`src/rtl/tspd_pkg.sv`:
```
package tspd_pkg;

   localparam int OP_W       = 2;
   localparam int TIME_W     = 32;
   localparam int DEBOUNCE_W = 8;
   localparam int WINDOW_W   = 16;
   localparam int EVENT_W    = 3;
   localparam int CSR_IDX_W  = 1;
   localparam int CSR_DATA_W = 16;

   localparam logic [DEBOUNCE_W-1:0] DEBOUNCE_RESET = 8'd3;
   localparam logic [WINDOW_W-1:0]   WINDOW_RESET   = 16'd2000;

   typedef enum logic [OP_W-1:0] {
      OP_BEAM   = 2'd0,
      OP_ULTRA  = 2'd1,
      OP_TICK   = 2'd2,
      OP_CLEAR  = 2'd3
   } op_type;

   typedef enum logic [EVENT_W-1:0] {
      EV_NONE      = 3'd0,
      EV_A_ACTIVE  = 3'd1,
      EV_B_ACTIVE  = 3'd2,
      EV_ENTRY     = 3'd3,
      EV_EXIT      = 3'd4,
      EV_CANCELLED = 3'd5
   } event_type;

   typedef enum logic [2:0] {
      PH_IDLE   = 3'b001,
      PH_SEEN_A = 3'b010,
      PH_SEEN_B = 3'b100
   } phase_type;

   typedef enum logic [CSR_IDX_W-1:0] {
      CSR_DEBOUNCE = 1'b0,
      CSR_WINDOW   = 1'b1
   } csr_index_type;

endpackage

```
`src/rtl/tspd_req_if.sv`:
```
interface tspd_req_if;
   logic                          valid;
   logic                          ready;
   logic [tspd_pkg::OP_W-1:0]     operation;
   logic                          beam_blocked;
   logic [tspd_pkg::TIME_W-1:0]   time_ms;

   modport source (output valid, output operation, output beam_blocked, output time_ms,
                   input ready);
   modport sink (input valid, input operation, input beam_blocked, input time_ms,
                 output ready);
endinterface

```
`src/rtl/tspd_rsp_if.sv`:
```
interface tspd_rsp_if;
   logic                           valid;
   logic                           ready;
   logic [tspd_pkg::EVENT_W-1:0]   event_code;

   modport source (output valid, output event_code, input ready);
   modport sink (input valid, input event_code, output ready);
endinterface

```
`src/rtl/tspd_debounce.sv`:
```
module tspd_debounce (
   input  logic                              clock,
   input  logic                              reset,
   input  logic                              sample_en,
   input  logic                              blocked,
   input  logic [tspd_pkg::DEBOUNCE_W-1:0]   threshold,
   output logic                              trigger
);
   import tspd_pkg::*;

   logic [DEBOUNCE_W-1:0] run_ff, run_in, run_sat;
   logic                  latched_ff, latched_in;
   logic                  reached;

   always_comb begin
      run_sat = (run_ff < threshold) ? run_ff + 1'b1 : run_ff;
      reached = !(run_sat < threshold);
      trigger = sample_en && blocked && reached && !latched_ff;
      run_in = run_ff;
      latched_in = latched_ff;
      if (sample_en) begin
         if (blocked) begin
            run_in = run_sat;
            latched_in = latched_ff || reached;
         end else begin
            run_in = '0;
            latched_in = 1'b0;
         end
      end
   end

   always_ff @(posedge clock) begin
      if (reset) begin
         run_ff <= '0;
         latched_ff <= 1'b0;
      end else begin
         run_ff <= run_in;
         latched_ff <= latched_in;
      end
   end

endmodule

```
`src/rtl/two_sensor_passage_direction_unit.sv`:
```
// Passage direction from an optical beam (sensor A, debounced) and an ultrasonic trigger
// (sensor B). Every request gives exactly one response: A then B is an entry, B then A an
// exit, a lone first trigger reports its sensor, and a timeout check cancels a pending
// sequence once more than window_ms has passed (32-bit wrapping milliseconds). A request is
// taken every cycle while the response register is free or being drained, and its response
// appears in the next cycle, from the response register that the single state update feeds.
module two_sensor_passage_direction_unit (
   input  logic                              clock,
   input  logic                              reset,
   tspd_req_if.sink                          req,
   tspd_rsp_if.source                        rsp,
   input  logic                              csr_we,
   input  logic [tspd_pkg::CSR_IDX_W-1:0]    csr_index,
   input  logic [tspd_pkg::CSR_DATA_W-1:0]   csr_wdata
);
   import tspd_pkg::*;

   logic [DEBOUNCE_W-1:0] debounce_ff, debounce_in;
   logic [WINDOW_W-1:0]   window_ff, window_in;
   phase_type             phase_ff, phase_in;
   logic [TIME_W-1:0]     first_ff, first_in;
   logic                  rsp_valid_ff, rsp_valid_in;
   event_type             event_ff, event_in, ev;
   logic [TIME_W-1:0]     elapsed;
   logic                  accept, beam_trigger;
   op_type                op;

   assign op = op_type'(req.operation);
   assign req.ready = !rsp_valid_ff || rsp.ready;
   assign accept = req.valid && req.ready;
   assign rsp.valid = rsp_valid_ff;
   assign rsp.event_code = event_ff;

   tspd_debounce u_debounce (
      .clock     (clock),
      .reset     (reset),
      .sample_en (accept && (op == OP_BEAM)),
      .blocked   (req.beam_blocked),
      .threshold (debounce_ff),
      .trigger   (beam_trigger)
   );

   assign elapsed = req.time_ms - first_ff;

   always_comb begin
      debounce_in = debounce_ff;
      window_in = window_ff;
      if (csr_we) begin
         unique case (csr_index_type'(csr_index))
            CSR_DEBOUNCE: debounce_in = csr_wdata[DEBOUNCE_W-1:0];
            CSR_WINDOW:   window_in = csr_wdata[WINDOW_W-1:0];
         endcase
      end
   end

   always_comb begin
      phase_in = phase_ff;
      first_in = first_ff;
      ev = EV_NONE;
      unique case (op)
         OP_BEAM: begin
            if (beam_trigger) begin
               if (phase_ff == PH_IDLE) begin
                  phase_in = PH_SEEN_A;
                  first_in = req.time_ms;
                  ev = EV_A_ACTIVE;
               end else if (phase_ff == PH_SEEN_B) begin
                  phase_in = PH_IDLE;
                  first_in = '0;
                  ev = EV_EXIT;
               end
            end
         end
         OP_ULTRA: begin
            if (phase_ff == PH_IDLE) begin
               phase_in = PH_SEEN_B;
               first_in = req.time_ms;
               ev = EV_B_ACTIVE;
            end else if (phase_ff == PH_SEEN_A) begin
               phase_in = PH_IDLE;
               first_in = '0;
               ev = EV_ENTRY;
            end
         end
         OP_TICK: begin
            if (phase_ff != PH_IDLE && elapsed > {{(TIME_W-WINDOW_W){1'b0}}, window_ff}) begin
               phase_in = PH_IDLE;
               first_in = '0;
               ev = EV_CANCELLED;
            end
         end
         OP_CLEAR: begin
            phase_in = PH_IDLE;
            first_in = '0;
         end
      endcase
   end

   always_comb begin
      rsp_valid_in = rsp_valid_ff && !rsp.ready;
      event_in = event_ff;
      if (accept) begin
         rsp_valid_in = 1'b1;
         event_in = ev;
      end
   end

   always_ff @(posedge clock) begin
      if (reset) begin
         debounce_ff <= DEBOUNCE_RESET;
         window_ff <= WINDOW_RESET;
         phase_ff <= PH_IDLE;
         first_ff <= '0;
         rsp_valid_ff <= 1'b0;
      end else begin
         debounce_ff <= debounce_in;
         window_ff <= window_in;
         rsp_valid_ff <= rsp_valid_in;
         if (accept) begin
            phase_ff <= phase_in;
            first_ff <= first_in;
         end
      end
   end

   always_ff @(posedge clock) begin
      event_ff <= event_in;
   end

endmodule

```
`src/flat_wrapper.sv`:
```
// flat-port wrapper written by rule: the top's interface ports become plain ports
module two_sensor_passage_direction_unit_flat import tspd_pkg::*;
  (clock, reset, csr_we, csr_index, csr_wdata, req_valid, req_operation, req_beam_blocked, req_time_ms, req_ready, rsp_valid, rsp_event_code, rsp_ready);
  tspd_req_if req_i ();
  tspd_rsp_if rsp_i ();
  input  logic clock;
  input  logic reset;
  input  logic csr_we;
  input  logic [tspd_pkg::CSR_IDX_W-1:0] csr_index;
  input  logic [tspd_pkg::CSR_DATA_W-1:0] csr_wdata;
  input wire logic [$bits(req_i.valid)-1:0] req_valid;
  input wire logic [$bits(req_i.operation)-1:0] req_operation;
  input wire logic [$bits(req_i.beam_blocked)-1:0] req_beam_blocked;
  input wire logic [$bits(req_i.time_ms)-1:0] req_time_ms;
  output wire logic [$bits(req_i.ready)-1:0] req_ready;
  output wire logic [$bits(rsp_i.valid)-1:0] rsp_valid;
  output wire logic [$bits(rsp_i.event_code)-1:0] rsp_event_code;
  input wire logic [$bits(rsp_i.ready)-1:0] rsp_ready;
  assign req_i.valid = req_valid;
  assign req_i.operation = req_operation;
  assign req_i.beam_blocked = req_beam_blocked;
  assign req_i.time_ms = req_time_ms;
  assign req_ready = req_i.ready;
  assign rsp_valid = rsp_i.valid;
  assign rsp_event_code = rsp_i.event_code;
  assign rsp_i.ready = rsp_ready;
  two_sensor_passage_direction_unit u_core (.clock(clock), .reset(reset), .req(req_i), .rsp(rsp_i), .csr_we(csr_we), .csr_index(csr_index), .csr_wdata(csr_wdata));
endmodule
```
`config.mk`:
```
export PLATFORM = sky130hd
export DESIGN_NAME = two_sensor_passage_direction_unit_flat
export DESIGN_NICKNAME = d
export VERILOG_FILES = /design/src/rtl/tspd_pkg.sv /design/src/rtl/tspd_req_if.sv /design/src/rtl/tspd_rsp_if.sv /design/src/rtl/tspd_debounce.sv /design/src/rtl/two_sensor_passage_direction_unit.sv /design/src/flat_wrapper.sv
export SDC_FILE = /design/constraint.sdc
export NUM_CORES = 1
export LEC_CHECK = 0
export BUFFER_PORTS_ARGS = -buffer_cell sky130_fd_sc_hd__buf_2
export CORE_AREA = 2 2 122 154
export DETAILED_ROUTE_END_ITERATION = 10
export DIE_AREA = 0 0 124 156
export GPL_ROUTABILITY_DRIVEN = 0
export GPL_TIMING_DRIVEN = 0
export HOLD_SLACK_MARGIN = 0.05
export PLACE_DENSITY = 0.57
export RECOVER_POWER = 50
export SETUP_SLACK_MARGIN = 0.1
export SYNTH_ARGS = -nofsm -noshare
export SYNTH_HDL_FRONTEND = slang
export SYNTH_SLANG_ARGS = --single-unit
```
`constraint.sdc`:
```
create_clock -name clock -period 13.15 [get_ports clock]
set_input_delay 0.6575 -clock clock [delete_from_list [all_inputs] [get_ports clock]]
set_output_delay 0.6575 -clock clock [all_outputs]
set_load 0.02 [all_outputs]
```
==> metrics <==
vias in the first global route 5765; Arr. time, crit path 5640 ps; Setup Buffers After CTS 0; Final Hold Vio Count 0; ys async rst share 0%; R2R setup slack 7750 ps; CTS Root Cell clkbuf_16; crit path max fanout 10; RSZ-0062 raised after global routing false; Int Pwr 0.0004801 W; Detailed Place HPWL 14250 um; min cycle time layout 5395 ps; Seq pwr share 32.8%; Via density 5.550; starting density of the core 34.45%; routed vias 5955; H-tree levels 3; Num CTS Buffers 9; final setup fails 0; Cell Pwr Density 101.3 mW/mm2; largest net degree at the start of global routing 13; Clock transition at path regs 60 ps; Die Wd 124 um; crit path kind flop to flop; Max Slew Vio Count 0; Ys Warns 0; total design power 0.0007151 W; EDFF count, synth 3; clk sinks 72; worst hold path class flop to flop; period utilisation layout 41.03%; DR iter-0 viols 378; IO Pins 62; Clock Latency Late Sink 350 ps; Final Util 39.48%; first-pass GRT wire length 29480 um; sequential area share after synthesis 23.87%; DR DRC count 0; DR pass1 iterations 5; sw power 0.0002350 W; Max VDD drop 0.06816 mV; Post-CTS Resized 0; Crit. End Element flop; Slew HR 32.33%; Post-Syn Instances 770; total track usage 19.60%; antenna fix cells 0; Max Root-Sink Buffers 2; Hold Buf Count CTS 0; Nets 960; antenna violations before repair 0; leakage power 2.911 nW; Max Clock Freq 185.4 MHz; Die Ht 156 um; Routed Antenna Nets 0; CP startpoint kind flop; PortBufs 59; synth unique cells 74; Post-Syn Nets 890; P&R area growth vs syn 14.60%; Main synth FF type dfxtp_1; Total Wirelength 18290 um; max_cap viols 0; clk_skew 10.98 ps; status finished clean; gr ovfl total 0; Die Area 0.01934 mm2; Core Region 0.01789 mm2; DR WL/cell 17.04 um; proportion of layout cells with a drive suffix above 1 14.79%; worst-margin pin slew 1006 ps; cell row count 55; Clk pwr share 38.2%; setup_tns 0 ps; Post-Syn Area 0.006163 mm2; Comb power frac 29.0%; Req. time, crit path 13400 ps; Net Sw Frac 32.86%; CTS tree built; syn avg cell area 8.004 um2; #FFs+latches synth 72
[power groups by stage]
| stage | Combinational, W | Sequential [W] | Clock (W) |
|---|---|---|---|
| after floorplan | 0.000148 | 0.000239 | 0 |
| after global placement | 0.000206 | 0.000239 | 0 |
| after detailed placement | 0.000206 | 0.000240 | 0 |
| after CTS | 0.000207 | 0.000235 | 0.000280 |
| after global routing | 0.000233 | 0.000236 | 0.000290 |
| final | 0.000207 | 0.000235 | 0.000273 |
[metrics by stage]
step                instance area (um2)  std cells  hold WS (ps)  worst slack (ps)
finish                             7063       1073         455.9              7755
detailed placement                 6749       1057         450.2              7566
floorplan                          6163        770         436.3              8666
CTS                                7071       1073         458.4              7725
global route                       7063       1073         467.1              7129
global placement                   6744       1057         442.7              7530
[worst paths after layout]
path | startpoint | cells past startpoint | end
setup / recovery | u_core.u_debounce.run_ff[1]$_SDFFE_PP0P_ | 23 | u_core.first_ff[24]$_SDFFE_PP0P_
hold / removal | u_core.debounce_ff[4]$_SDFFE_PP0P_ | 2 | u_core.debounce_ff[4]$_SDFFE_PP0P_
setup reg to reg | u_core.u_debounce.run_ff[1]$_SDFFE_PP0P_ | 23 | u_core.first_ff[24]$_SDFFE_PP0P_
hold reg to reg | u_core.debounce_ff[4]$_SDFFE_PP0P_ | 2 | u_core.debounce_ff[4]$_SDFFE_PP0P_
[sequential cells by signal, indices dropped and copies added (netlist names)]
name,flops
u_core.rsp.valid,1
u_core.debounce_ff,8
u_core.window_ff,16
u_core.phase_ff,3
u_core.first_ff,32
u_core.u_debounce.run_ff,8
u_core.rsp.event_code,3
u_core.u_debounce.latched_ff,1
[kinds of logic (layout without fill, tap and decap cells)]
family	Yosys count	in the layout	synth area share, %
AOI/OAI and AO/OA	264	264	33.50
and+or+nand+nor	219	219	16.73
buffers and inverters	121	196	8.445
DFF	72	72	23.87
adders and majority gates	63	63	12.91
xor gates and xnor gates	25	25	3.553
muxes	6	6	0.9947
[metal layers]
layer,vias up,part of all wire [%],global-route usage [%]
li1,2985,-,-
met5,-,0,0
met4,0,2.5,6.849
met2,108,51,35.14
met3,33,3.2,3.143
met1,2829,43,23.31
[synthesized netlist by cell type (5+ instances only)]
library cell  number  area share (%)
nand2_1           85             5.2
inv_1             78             4.8
a21oi_1           74             6.0
dfxtp_1           69              22
ha_1              62              13
nor2_1            57             3.5
a32oi_1           35             5.0
clkbuf_1          25             1.5
o41ai_2           25             6.6
o21ai_0           24             1.9
nand3_1           21             1.7
a21o_1            16             1.9
xnor2_1           16             2.3
o211ai_1          12             1.5
nand2b_1          11             1.1
nand4_1           10             1.0
xor2_1             9             1.3
buf_2              8            0.65
o21a_1             8            0.97
o21bai_1           8            0.97
buf_6              7             1.3
o41ai_1            7            0.99
nor2b_1            6            0.61
nor3_1             6            0.49
a211oi_1           5            0.61
a31oi_1            5            0.51
mux2i_1            5            0.81
nor4_1             5            0.51
[critical path, stage by stage, from the launching register on]
cell       delay (ps)
dfxtp_1           410
ha_1              260
inv_1              50
o21bai_1           60
a21o_1            180
a21oi_1           220
o21ai_0           160
a21oi_1           380
and4_1            340
nand3_1           110
xnor2_1           180
ha_1              310
nor2b_1           130
o21ai_0            80
nand2b_1          100
a41oi_1            80
a2111oi_0         600
a211o_1           170
buf_2             180
and2_1            140
clkbuf_1          270
clkbuf_1          650
a32oi_1           150
o41ai_2            90
[layout by cell type, fill, tap and decap left out, types with 3 or more instances in the layout]
master,synthesis,routed
nand2_1,85,85
inv_1,78,78
a21oi_1,74,74
dfxtp_1,69,69
ha_1,62,62
buf_2,8,61
nor2_1,57,57
a32oi_1,35,35
clkbuf_1,25,34
o41ai_2,25,25
o21ai_0,24,24
nand3_1,21,21
a21o_1,16,16
xnor2_1,16,16
o211ai_1,12,12
nand2b_1,11,11
nand4_1,10,10
xor2_1,9,9
clkbuf_16,0,9
o21bai_1,8,8
o21a_1,8,8
buf_6,7,7
o41ai_1,7,7
nor2b_1,6,6
a211oi_1,5,5
nor3_1,6,5
a31oi_1,5,5
nor4_1,5,5
mux2i_1,5,5
o2111ai_1,4,4
a22oi_1,4,4
and3_1,3,3
o2bb2ai_1,3,3
o31ai_1,3,3
o22ai_1,3,3
a21oi_2,3,3
edfxtp_1,3,3
[cell type report]
| class | instances | area (um2) |
|---|---|---|
| Buffer | 43 | 227.7 |
| Clock buffer | 11 | 242.7 |
| Clock inverter | 5 | 78.83 |
| Fill cell | 1935 | 10830 |
| Inverter | 78 | 292.8 |
| Multi-Input combinational cell | 577 | 4177 |
| Sequential cell | 72 | 1471 |
| Tap cell | 228 | 285.3 |
| Timing Repair Buffer | 59 | 287.8 |
(Power assumes the default switching activity.)
